[config.mk]
export PLATFORM = sky130hd
export DESIGN_NAME = double_ended_queue_core
export DESIGN_NICKNAME = d
export VERILOG_FILES = /design/src/hw/rtl/dq_pkg.sv /design/src/hw/rtl/dq_ctrl.sv /design/src/hw/rtl/dq_datapath.sv /design/src/hw/rtl/double_ended_queue_core.sv
export SDC_FILE = /design/constraint.sdc
export NUM_CORES = 1
export LEC_CHECK = 0
export BUFFER_PORTS_ARGS = -buffer_cell sky130_fd_sc_hd__buf_2
export CAP_MARGIN = 20
export CORE_MARGIN = 3
export CORE_UTILIZATION = 62
export CTS_BUF_LIST = sky130_fd_sc_hd__clkbuf_4
export DETAILED_ROUTE_END_ITERATION = 8
export PLACE_DENSITY = 0.82
export SYNTH_ARGS = -nofsm -noshare
export SYNTH_HDL_FRONTEND = slang
export SYNTH_HIERARCHICAL = 1
export SYNTH_SLANG_ARGS = --single-unit
export TNS_END_PERCENT = 50
[constraint.sdc]
create_clock -name clk_i -period 3.6 [get_ports clk_i]
set_input_delay 0.9 -clock clk_i [delete_from_list [all_inputs] [get_ports clk_i]]
set_output_delay 0.9 -clock clk_i [all_outputs]
set_load 0.03 [all_outputs]
[src/hw/rtl/dq_pkg.sv]
`timescale 1ns / 1ps
`default_nettype none
// ----------------------------------------------------------------------------
// dq_pkg
// shared constants, codes and item types of the double-ended queue
// ----------------------------------------------------------------------------
package dq_pkg;

  localparam int unsigned DEPTH = 16;
  localparam int unsigned IDX_W = $clog2(DEPTH);
  localparam int unsigned CNT_W = 5;
  localparam int unsigned SUM_W = CNT_W + 1;

  typedef enum logic [2:0] {
    OP_PUSH_FRONT = 3'd0,
    OP_PUSH_REAR  = 3'd1,
    OP_POP_FRONT  = 3'd2,
    OP_POP_REAR   = 3'd3,
    OP_PEEK_FRONT = 3'd4,
    OP_PEEK_REAR  = 3'd5
  } dq_op_e;

  typedef enum logic [1:0] {
    ST_OK    = 2'd0,
    ST_EMPTY = 2'd1,
    ST_FULL  = 2'd2
  } dq_status_e;

  typedef enum logic [1:0] {
    S_IDLE,
    S_EXEC,
    S_RESP
  } dq_state_e;

  typedef struct packed {
    logic [2:0] opcode;
    logic [7:0] data_in;
  } dq_in_t;

  typedef struct packed {
    logic [7:0] data_out;
    logic [1:0] status;
    logic [4:0] occupancy;
  } dq_out_t;

  // controller to datapath
  typedef struct packed {
    logic load;
    logic exec;
  } dq_cmd_t;

endpackage : dq_pkg
`default_nettype wire

[src/hw/rtl/dq_ctrl.sv]
`timescale 1ns / 1ps
`default_nettype none
// ----------------------------------------------------------------------------
// dq_ctrl
// sequencer: take an item, execute it, hold the result until taken
// ----------------------------------------------------------------------------
module dq_ctrl (
  input  wire logic           clk_i,
  input  wire logic           rst_ni,
  input  wire logic           in_valid_i,
  output logic                in_stall_o,
  output logic                out_valid_o,
  input  wire logic           out_stall_i,
  output dq_pkg::dq_cmd_t     cmd_o
);
  import dq_pkg::*;

  dq_state_e state_q, state_d;

  always_ff @(posedge clk_i or negedge rst_ni) begin
    if (!rst_ni) begin
      state_q <= S_IDLE;
    end else begin
      state_q <= state_d;
    end
  end

  // next state
  always_comb begin
    state_d = state_q;
    unique case (state_q)
      S_IDLE: begin
        if (in_valid_i) state_d = S_EXEC;
      end
      S_EXEC: begin
        state_d = S_RESP;
      end
      S_RESP: begin
        if (!out_stall_i) state_d = S_IDLE;
      end
      default: begin
        state_d = S_IDLE;
      end
    endcase
  end

  // outputs
  always_comb begin
    in_stall_o  = 1'b1;
    out_valid_o = 1'b0;
    cmd_o       = '0;
    unique case (state_q)
      S_IDLE: begin
        in_stall_o = 1'b0;
        cmd_o.load = in_valid_i;
      end
      S_EXEC: begin
        cmd_o.exec = 1'b1;
      end
      S_RESP: begin
        out_valid_o = 1'b1;
      end
      default: begin
        in_stall_o = 1'b1;
      end
    endcase
  end

endmodule : dq_ctrl
`default_nettype wire

[src/hw/rtl/dq_datapath.sv]
`timescale 1ns / 1ps
`default_nettype none
// ----------------------------------------------------------------------------
// dq_datapath
// circular element store with head pointer, count and result registers
// ----------------------------------------------------------------------------
module dq_datapath (
  input  wire logic            clk_i,
  input  wire logic            rst_ni,
  input  wire dq_pkg::dq_cmd_t cmd_i,
  input  wire dq_pkg::dq_in_t  in_item_i,
  output dq_pkg::dq_out_t      out_item_o
);
  import dq_pkg::*;

  logic [7:0]       mem_q [DEPTH];
  logic [7:0]       rd_q;

  logic [2:0]       op_q;
  logic [7:0]       data_q;
  logic [IDX_W-1:0] head_q, head_d;
  logic [CNT_W-1:0] count_q, count_d;
  logic             use_rd_q, use_rd_d;
  dq_status_e       status_q, status_d;

  logic             full, empty, wr_en;
  logic [IDX_W-1:0] head_inc, head_dec, tail_idx, rear_idx, wr_addr, rd_addr;
  logic [SUM_W-1:0] tail_sum, rear_sum;

  assign full  = (count_q == CNT_W'(DEPTH));
  assign empty = (count_q == '0);

  assign head_inc = (head_q == IDX_W'(DEPTH - 1)) ? '0 : head_q + IDX_W'(1);
  assign head_dec = (head_q == '0) ? IDX_W'(DEPTH - 1) : head_q - IDX_W'(1);

  // tail is one past the rear, rear is only used when not empty
  assign tail_sum = SUM_W'(head_q) + SUM_W'(count_q);
  assign rear_sum = tail_sum - SUM_W'(1);
  assign tail_idx = (tail_sum >= SUM_W'(DEPTH)) ? IDX_W'(tail_sum - SUM_W'(DEPTH))
                                                : IDX_W'(tail_sum);
  assign rear_idx = (rear_sum >= SUM_W'(DEPTH)) ? IDX_W'(rear_sum - SUM_W'(DEPTH))
                                                : IDX_W'(rear_sum);

  always_comb begin
    head_d   = head_q;
    count_d  = count_q;
    use_rd_d = 1'b0;
    status_d = ST_OK;
    wr_en    = 1'b0;
    wr_addr  = tail_idx;
    rd_addr  = head_q;
    unique case (op_q)
      OP_PUSH_FRONT: begin
        if (full) begin
          status_d = ST_FULL;
        end else begin
          wr_en   = 1'b1;
          wr_addr = head_dec;
          head_d  = head_dec;
          count_d = count_q + CNT_W'(1);
        end
      end
      OP_PUSH_REAR: begin
        if (full) begin
          status_d = ST_FULL;
        end else begin
          wr_en   = 1'b1;
          count_d = count_q + CNT_W'(1);
        end
      end
      OP_POP_FRONT: begin
        if (empty) begin
          status_d = ST_EMPTY;
        end else begin
          use_rd_d = 1'b1;
          head_d   = head_inc;
          count_d  = count_q - CNT_W'(1);
        end
      end
      OP_POP_REAR: begin
        rd_addr = rear_idx;
        if (empty) begin
          status_d = ST_EMPTY;
        end else begin
          use_rd_d = 1'b1;
          count_d  = count_q - CNT_W'(1);
        end
      end
      OP_PEEK_FRONT: begin
        if (empty) status_d = ST_EMPTY;
        else use_rd_d = 1'b1;
      end
      OP_PEEK_REAR: begin
        rd_addr = rear_idx;
        if (empty) status_d = ST_EMPTY;
        else use_rd_d = 1'b1;
      end
      default: begin
        status_d = ST_OK;
      end
    endcase
  end

  // pointer state
  always_ff @(posedge clk_i or negedge rst_ni) begin
    if (!rst_ni) begin
      head_q  <= '0;
      count_q <= '0;
    end else if (cmd_i.exec) begin
      head_q  <= head_d;
      count_q <= count_d;
    end
  end

  // item capture and result registers
  always_ff @(posedge clk_i) begin
    if (cmd_i.load) begin
      op_q   <= in_item_i.opcode;
      data_q <= in_item_i.data_in;
    end
    if (cmd_i.exec) begin
      use_rd_q <= use_rd_d;
      status_q <= status_d;
    end
  end

  // element store, one write and one registered read
  always_ff @(posedge clk_i) begin
    if (cmd_i.exec && wr_en) mem_q[wr_addr] <= data_q;
    if (cmd_i.exec) rd_q <= mem_q[rd_addr];
  end

  assign out_item_o.data_out  = use_rd_q ? rd_q : 8'd0;
  assign out_item_o.status    = status_q;
  assign out_item_o.occupancy = count_q;

endmodule : dq_datapath
`default_nettype wire

[src/hw/rtl/double_ended_queue_core.sv]
`timescale 1ns / 1ps
`default_nettype none
// ----------------------------------------------------------------------------
// double_ended_queue_core
// double-ended queue of bytes in a circular store of DEPTH entries
// ----------------------------------------------------------------------------
// an accepted item is captured in idle, executed in exec and its result held in resp
// items run one at a time (accept, execute with store access, present), as
//   set by the one-item sequencer and the registered store read
// a stalled result holds the block; the next item is taken after it leaves
// reset: asynchronous active low, clears head pointer, count and sequencer;
//   store contents are undefined until written, no clearing pass
module double_ended_queue_core (
  input  wire logic            clk_i,
  input  wire logic            rst_ni,
  input  wire logic            in_valid_i,
  output logic                 in_stall_o,
  input  wire dq_pkg::dq_in_t  in_item_i,
  output logic                 out_valid_o,
  input  wire logic            out_stall_i,
  output dq_pkg::dq_out_t      out_item_o
);
  import dq_pkg::*;

  // load captures the item, exec updates pointers, writes at most one entry and reads one
  dq_cmd_t cmd;

  // sequencer: idle takes an item, exec runs it, resp holds the result
  dq_ctrl u_ctrl (
    .clk_i       (clk_i),
    .rst_ni      (rst_ni),
    .in_valid_i  (in_valid_i),
    .in_stall_o  (in_stall_o),
    .out_valid_o (out_valid_o),
    .out_stall_i (out_stall_i),
    .cmd_o       (cmd)
  );

  // store, head pointer, count; result fields stay registered while stalled
  dq_datapath u_datapath (
    .clk_i      (clk_i),
    .rst_ni     (rst_ni),
    .cmd_i      (cmd),
    .in_item_i  (in_item_i),
    .out_item_o (out_item_o)
  );

endmodule : double_ended_queue_core
`default_nettype wire

Word level (Yosys, flattened, before mapping)
Memory sizes are Yosys's and may differ from the RTL's. A register that Yosys moved wholly into a read port is not among the register bits.
Index checks and enable logic that the tools add are counted.
- register bits after elaboration: 25
- bits in writable memories: 128
- input port bits: 15
- output and inout port bits: 17
- logic and storage cells: 76
- memories kept: 1
- add/sub/neg operators: 8
- order comparisons: 2
- eq/ne operators: 15
- mux-type cells: 29
- reductions and logical operators: 14
- memory list (memory ; words ; width ; rd ports ; clocked after Yosys merged registers in ; write ports ; line ; text):
    u_datapath.mem_q ; 16 ; 8 ; 1 ; 1 ; 1 ; dq_datapath.sv:16 ; logic [7:0] mem_q [DEPTH];
- operator list (cell ; count):
    two-way mux 4 bit ; 9
    >= comparator 6 x 5 -> 1 bit, second input constant ; 2
    != test 2 bit, second input constant ; 6
    subtractor 4 x 1 -> 4 bit, second input constant ; 3
    two-way mux 1 bit ; 10
    two-way mux 5 bit ; 2
    case mux 5 bit (2 select lines) ; 1
    two-way mux 8 bit ; 1
    case mux 4 bit (2 select lines) ; 1
    AND reduction 4 bit ; 2
    adder 4 x 5 -> 6 bit ; 1
    == test 3 x 2 -> 1 bit, second input constant ; 2
    == test 3 bit, second input constant ; 2
    two-way mux 2 bit ; 3
    case mux 2 bit (3 select lines) ; 1
    OR reduction 2 bit ; 3
    subtractor 6 x 1 -> 6 bit, second input constant ; 1
    adder 5 x 1 -> 5 bit, second input constant ; 1
    == test 5 bit, second input constant ; 1
    zero test 5 bit ; 1
    subtractor 5 x 1 -> 5 bit, second input constant ; 1
    adder 4 x 1 -> 4 bit, second input constant ; 1
    == test 4 bit, second input constant ; 1
    zero test 4 bit ; 1
    other kinds (10) ; 11

Depth between registers and ports, before layout
Gate-level depths: netlist of the first run.
- depth after elaboration: 6
- depth in mapped cells: 12
- gate-level depth less buffers: 10

By module
Netlist of the first run, hierarchy kept.
- by module, submodules not included (module ; instances ; cells each ; area each (sq um) ; sequential area each (sq um)):
    dq_datapath ; 1 ; 476 ; 6950.4 ; 4729.5
    dq_ctrl ; 1 ; 10 ; 95.1 ; 50.0

Worst setup path before layout of the first run
OpenSTA, ideal clock, no wires.
- path type: register to register
- start point: register u_datapath.count_q[0]
- end point: register u_datapath.rd_q[6] (read register of u_datapath.mem_q), data pin
- arrival time: 2.838 ns
- slack: 0.502 ns
- cell stages (with the launch flop): 12
- period minus slack after synthesis: 3.098 ns
- cells stage by stage: dfrtp_1 > ha_1 > fa_1 > inv_1 > ha_1 > nor3_1 > a21o_1 > clkbuf_1 > clkbuf_1 > mux4_2 > mux2i_1 > mux2i_1
- longest elaborated chain between the ends: 5
- elaborated cells on any way between the ends: 6
- those cells by class: add/sub: 3; order compare: 1; mux: 2
- ends and longest elaborated chain (what ; line ; text):
    from (decl) ; dq_datapath.sv:22 ; logic [CNT_W-1:0] count_q, count_d;
    from (signal assigned) ; dq_datapath.sv:111 ; count_q <= count_d;
    adder 4 x 5 -> 6 bit (*) ; dq_datapath.sv:37 ; assign tail_sum = SUM_W'(head_q) + SUM_W'(count_q);
    subtractor 6 x 1 -> 6 bit (*) ; dq_datapath.sv:38 ; assign rear_sum = tail_sum - SUM_W'(1);
    >= comparator 6 x 5 -> 1 bit / subtractor 4 x 1 -> 4 bit (equally long branches) ; dq_datapath.sv:41 ; assign rear_idx = (rear_sum >= SUM_W'(DEPTH)) ? IDX_W'(rear_sum - SUM_W'(DEPTH))
    two-way mux 4 bit (*) ; dq_datapath.sv:41 ;
    two-way mux 4 bit (*) ; dq_datapath.sv:52 ; unique case (op_q)
    to (decl) ; dq_datapath.sv:17 ; logic [7:0] rd_q;
Every way passes the cells marked *; elsewhere a longest branch is shown, timed or not.
A chain may end at the register's enable or synchronous reset.

Final worst setup path of the first run
- start point: register u_datapath.count_q[0]
- end point: register u_datapath.rd_q[7] (read register of u_datapath.mem_q), data pin
The elaborated chain is that of the path after synthesis.

==> results of run 1 <==
-- worst min-delay path by stage --
stage,start,to
floorplan,u_datapath/head_q[2],u_datapath/head_q[2]
global placement,u_ctrl/state_q[1],u_ctrl/state_q[0]
detailed placement,u_ctrl/state_q[1],u_ctrl/state_q[0]
CTS,rst_ni,u_datapath/head_q[1]
global route,rst_ni,u_datapath/count_q[2]
finish,rst_ni,u_datapath/head_q[1]
-- critical path, cell delays in order, from the launching register on --
cell	delay, ps
dfrtp_1	450
ha_1	250
fa_1	380
xor2_1	210
nor3_1	180
xnor3_1	260
and3_4	290
or2_4	380
o311ai_0	620
nand4_1	160
-- state kept, by name (all words and copies together) (netlist names) --
| signal | count |
|---|---|
| u_datapath/op_q | 3 |
| u_datapath/count_q | 5 |
| u_datapath/head_q | 4 |
| u_datapath/mem_q | 128 |
| u_datapath/use_rd_q | 1 |
| u_datapath/data_q | 8 |
| u_datapath/status_q | 2 |
| u_ctrl/state_q | 2 |
| u_datapath/rd_q | 8 |
-- power by group --
group	switching [mW]	internal (mW)	total (mW)
clock	0.634	0.276	0.910
combinational	1.89	1.22	3.11
sequential	0.225	2.37	2.59
-- cell usage after synthesis, types with 2 or more instances --
master      n
nand2b_1    7
buf_2       6
o21ai_0    35
inv_1      12
nand3_1     2
fa_1        2
and2_0      3
edfxtp_1  150
nor3_1      8
mux4_2      4
o311ai_1   14
mux2_2      5
xor2_1      4
nor2b_1     4
nor2_1     24
a21o_1      5
xnor2_1    10
dfrtp_1    11
and2_1     65
o211ai_1    2
mux2i_1    31
a21oi_1    10
nand2_1    10
clkbuf_1   15
ha_1        9
nand4_1     7
o311ai_0   14
-- kinds of logic (layout without fill, tap and decap cells) --
logic type	count (synthesis)	count (layout)	share of synthesized area [%]
flip-flops	161	161	67.8
AND/OR/NAND/NOR	135	135	10.7
AO/OA/AOI/OAI	88	88	8.38
multiplexers	40	40	6.48
buffers and inverters	36	94	2.34
XOR/XNOR	15	15	2.06
adder cells (fa/ha/maj)	11	11	2.17
-- cell usage in the layout, fill, tap and decap left out, drive strengths merged, types with 2 or more instances in the layout --
| master | n |
|---|---|
| o311ai | 28 |
| nand3 | 2 |
| xor2 | 4 |
| mux2i | 31 |
| nand2b | 7 |
| edfxtp | 150 |
| or2 | 2 |
| dfrtp | 11 |
| nand4 | 7 |
| o21ai | 36 |
| nor3 | 8 |
| inv | 17 |
| ha | 9 |
| a21o | 5 |
| nor2b | 4 |
| nor2 | 24 |
| and2 | 68 |
| nand2 | 10 |
| mux4 | 4 |
| clkinv | 4 |
| mux2 | 5 |
| clkbuf | 17 |
| fa | 2 |
| xnor2 | 10 |
| o211ai | 2 |
| buf | 50 |
| a21oi | 12 |
| clkinvlp | 6 |
-- final cells by class --
type | instances | area [sq um] | area share (%)
flip-flops and latches | 161 | 4780 | 62.5
multi-input cells | 289 | 2100 | 27.5
repair buffers | 50 | 310 | 4.06
well taps | 140 | 175 | 2.29
clock buffers | 17 | 128 | 1.67
clock inverters | 15 | 108 | 1.41
inverters | 12 | 45.0 | 0.589
-- per-layer routing --
metal | vias up | track usage (%) | share of wire [%]
met2 | 238 | 38.9 | 50
met3 | 30 | 4.20 | 7.8
met1 | 2078 | 34.0 | 41
li1 | 1928 | - | -
met4 | 0 | 9.38 | 2.1
met5 | - | 0 | 0
-- through the flow --
| stage | setup WS, ps | power, mW | util [%] | std cells | area (sq um) |
|---|---|---|---|---|---|
| final | 156 | 6.61 | 69.6 | 684 | 7650 |
| after global routing | 17.3 | 7.00 | 69.6 | 684 | 7650 |
| after CTS | 164 | 6.58 | 69.6 | 684 | 7650 |
| after detailed placement | 144 | 5.68 | 67.5 | 652 | 7410 |
| after global placement | 222 | 5.57 | 67.5 | 652 | 7410 |
| after floorplan | 502 | 4.87 | - | 486 | 7050 |
==> reports/results.tsv, run 1 <==
metric	value	unit
synth.distinct_cells	44	
max_slew_margin	43.7	%
first_iter_violations	573	
critPathCaptureType	flop	
syn_nets	512	
drive_above_1_share	17.1	%
dieWidth	113	um
num_io_pins	32	
cts_tree	built	
post_drt_wl_per_cell	21.3	um
gp_congestion	0.926	
finalSetupViolCount	0	
synth_edf_count	150	
cp.arrival	3730	ps
cp-start-kind	flop	
firstDrtPassIters	6	
vias_per_cell	6.25	
fp.coreArea	11000	sq um
syn2layout_area_growth	8.54	%
ys_top_cells_by_area	edfxtp_1 64%, and2_1 5.8%, mux2i_1 4.4%	
post_cts_resized	0	
die_h	113	um
r2r-end	u_datapath/rd_q[7]	
ys_seq_area_share	67.8	%
vias	4274	
grt_start_max_net_pins	61	
postCtsHoldBufs	0	
ff2ff_path_depth	9	
rsz0062_at_grt	no	
clock_path_buffers	2	
fin_nets	557	
antenna_found_initial	0	
netlist_area	7050	sq um
fin_crit_sh	95.7	%
clock.fmax	0.290	GHz
pwr_density_cell	864	nW/um^2
endpoint	u_datapath/rd_q[7]	
hold_class	in -> async	
totalWireLength	14500	um
maxCapViolCount	0	
yosys.area.top_type_share	63.9	%
critPathMaxFanout	29	
cts_max_level	4	
clock_sinks	161	
hold_violations	0	
leakage	2.65	nW
yosysWarnings	6	
dieArea	12700	sq um
synth_area_per_cell	14.5	sq um
synthArstFlopShare	6.83	%
cts_buffers	17	
rows	38	
fill_cells	724	
drc	0	
gr-total-overflow	0	
r2r_start	u_datapath/count_q[0]	
grt_pass1_wl	22800	um
cp.required	3880	ps
antennaDiodeCount	0	
cts_root_buffer	clkbuf_4	
netlist_instances	486	
track_usage	24.4	%
maxSlewViolCount	0	
worst_pin_slew	842	ps
critPathLaunch	u_datapath/count_q[0]	
reg2reg_slack	160	ps
skew	16.8	ps
outcome	completed	
clock_latency	540	ps
initial_utilization	64.1	%
portBuffers	31	
path_class	reg -> reg	
period_needed	3440	ps
holdWs	211	ps
ys_seq_elements	161	
synth_ff_type	edfxtp_1	
dp_hpwl	9830	um
finalSetupTns	0	ps
vdd_ir_drop_max	0.666	mV
post_cts_buffers	0	
antenna_left	0	
yosysTopAreaCell	edfxtp_1	
path_clk_slew	140	ps
grt_pass1_vias	4136	
Power figures use the tool's default switching activity.
==> run 2, diff against run 1 <==
- CORE_MARGIN: 3 -> unset
- REMOVE_ABC_BUFFERS: unset -> 1
==> reports/results.tsv, run 2 (synthesized netlist as in run 1, its figures left out) <==
metric	value	unit	change
outcome	completed		unchanged
clock_sinks	161		unchanged
grt_start_max_net_pins	32		was 61
cp-start-kind	flop		unchanged
fin_nets	561		was 557
path_cells	ha_1 > fa_1 > xor2_1 > nor3_1 > xnor3_1 > and3_4 > or2_4 > o311ai_0 > nand4_1		unchanged
track_usage	26.9	%	was 24.4%
max_stage_delay	630	ps	was 620 ps
cp.arrival	3810	ps	was 3730 ps
maxCapViolCount	0		unchanged
period_needed	3540	ps	was 3440 ps
die_h	109	um	was 113 um
cts_root_buffer	clkbuf_4		unchanged
place_ws	-29.2	ps	was 144 ps
leakage	2.70	nW	was 2.65 nW
path_clk_slew	140	ps	about the same
postLayoutCoreUtil	70.6	%	was 69.6%
grt.busiest_layer	met2		unchanged
finalSetupViolCount	0		unchanged
clock.fmax	0.283	GHz	was 0.290 GHz
maxSlewViolCount	0		unchanged
total_power	6.72	mW	was 6.61 mW
gp_congestion	0.852		was 0.926
cp.required	3870	ps	was 3880 ps
met3_usage	5.91	%	was 4.20%
cts_max_level	4		unchanged
dieArea	11800	sq um	was 12700 sq um
cts_buffers	17		unchanged
grtUsageMet2	45.4	%	was 38.9%
rows	38		unchanged
antenna_found_initial	0		unchanged
gr-total-overflow	0		unchanged
num_io_pins	32		unchanged
grt_pass1_vias	4234		was 4136
final_cell_area	7720	sq um	was 7650 sq um
syn2layout_area_growth	9.57	%	was 8.54%
grt_pass1_wl	22400	um	was 22800 um
max_slew_margin	45.4	%	was 43.7%
vdd_ir_drop_max	0.725	mV	was 0.666 mV
r2r_start	u_datapath/count_q[0]		unchanged
clock_path_buffers	2		unchanged
firstDrtPassIters	4		was 6
path_class	reg -> reg		unchanged
fin_ws	60.9	ps	was 156 ps
skew	16.9	ps	was 16.8 ps
fin_crit_sh	98.3	%	was 95.7%
largest_reg_flops	128		unchanged
hold_class	in -> async		unchanged
placed_cell_area	7440	sq um	was 7410 sq um
portBuffers	31		unchanged
globalRouteMet1Util	32.8	%	was 34.0%
vias_per_cell	6.16		was 6.25
rsz0062_at_grt	no		unchanged
reg2reg_slack	60	ps	was 160 ps
pwr_density_cell	871	nW/um^2	was 864 nW/um^2
antennaDiodeCount	0		unchanged
critPathCaptureType	flop		unchanged
totalWireLength	14600	um	was 14500 um
first_iter_violations	400		was 573
top_regs	u_datapath/mem_q (128), u_datapath/data_q (8), u_datapath/rd_q (8)		unchanged
critPathMaxFanout	29		unchanged
initial_utilization	64.4	%	was 64.1%
fp.coreArea	10900	sq um	was 11000 sq um
dp_hpwl	9920	um	was 9830 um
ff2ff_path_depth	9		unchanged
antenna_left	0		unchanged
drc	0		unchanged
largest_register	u_datapath/mem_q		unchanged
drive_above_1_share	18.2	%	was 17.1%
layout_commonest_cell	edfxtp_1		unchanged
slowest_stage	o311ai_0		unchanged
layout_common_cells	150 x edfxtp_1, 65 x and2_1, 35 x o21ai_0, 31 x buf_2, 31 x mux2i_1		unchanged
clock_latency	540	ps	about the same
cts_tree	built		unchanged
dieWidth	109	um	was 113 um
vias	4240		was 4274
r2r-end	u_datapath/rd_q[3]		was u_datapath/rd_q[7]
worst_pin_slew	816	ps	was 842 ps
holdWs	210	ps	was 211 ps
post_drt_wl_per_cell	21.2	um	was 21.3 um
hold_violations	0		unchanged
-- run 2: layer usage --
layer	routed length, um	up-vias
li1	-	1940
met1	5520	2069
met2	7550	197
met3	992	34
met4	524	0
met5	0	-
-- run 2: stage by stage --
step	std cells	setup TNS [ps]
6_report	688	0
5_1_grt	688	0
4_1_cts	688	0
3_5_place_dp	656	-29.2
3_3_place_gp	656	0
2_1_floorplan	462	-2440
-- run 2: repair_timing --
action                     CTS  global route
setup endpoints to repair    1             1
gates resized for setup      1             1
buffers inserted             0             0
hold buffers                 0             0
-- run 2: where the power goes --
part           switching [mW]  internal, mW
logic                    1.89          1.23
registers               0.213          2.37
clock network           0.662         0.365
total                    2.76          3.96
-- run 2: critical path, delay by kind of cell, from the launching register on --
kind | cells | cell delay (ps)
AOI/OAI and AO/OA | 1 | 630
xor gates and xnor gates | 2 | 490
adders and majority gates | 2 | 630
DFF | 1 | 450
and+or+nand+nor | 4 | 1060
-- run 2: how the worst max path moves through the flow --
stage / from / cells past startpoint / end
floorplan: u_datapath/count_q[0] / 9 / u_datapath/rd_q[6]
global placement: u_datapath/count_q[0] / 9 / u_datapath/rd_q[1]
detailed placement: u_datapath/count_q[0] / 9 / u_datapath/rd_q[1]
CTS: u_datapath/count_q[0] / 9 / u_datapath/rd_q[7]
global route: u_datapath/count_q[0] / 9 / u_datapath/rd_q[3]
finish: u_datapath/count_q[0] / 9 / u_datapath/rd_q[3]
-- run 2: final cells by class --
| class | count | area (sq um) |
|---|---|---|
| multi-input combinational | 289 | 2100 |
| timing repair buffer | 54 | 340 |
| inverter | 12 | 45.0 |
| sequential | 161 | 4780 |
| fill | 744 | 3220 |
| tap | 140 | 175 |
| clock buffer | 17 | 128 |
| clock inverter | 15 | 150 |
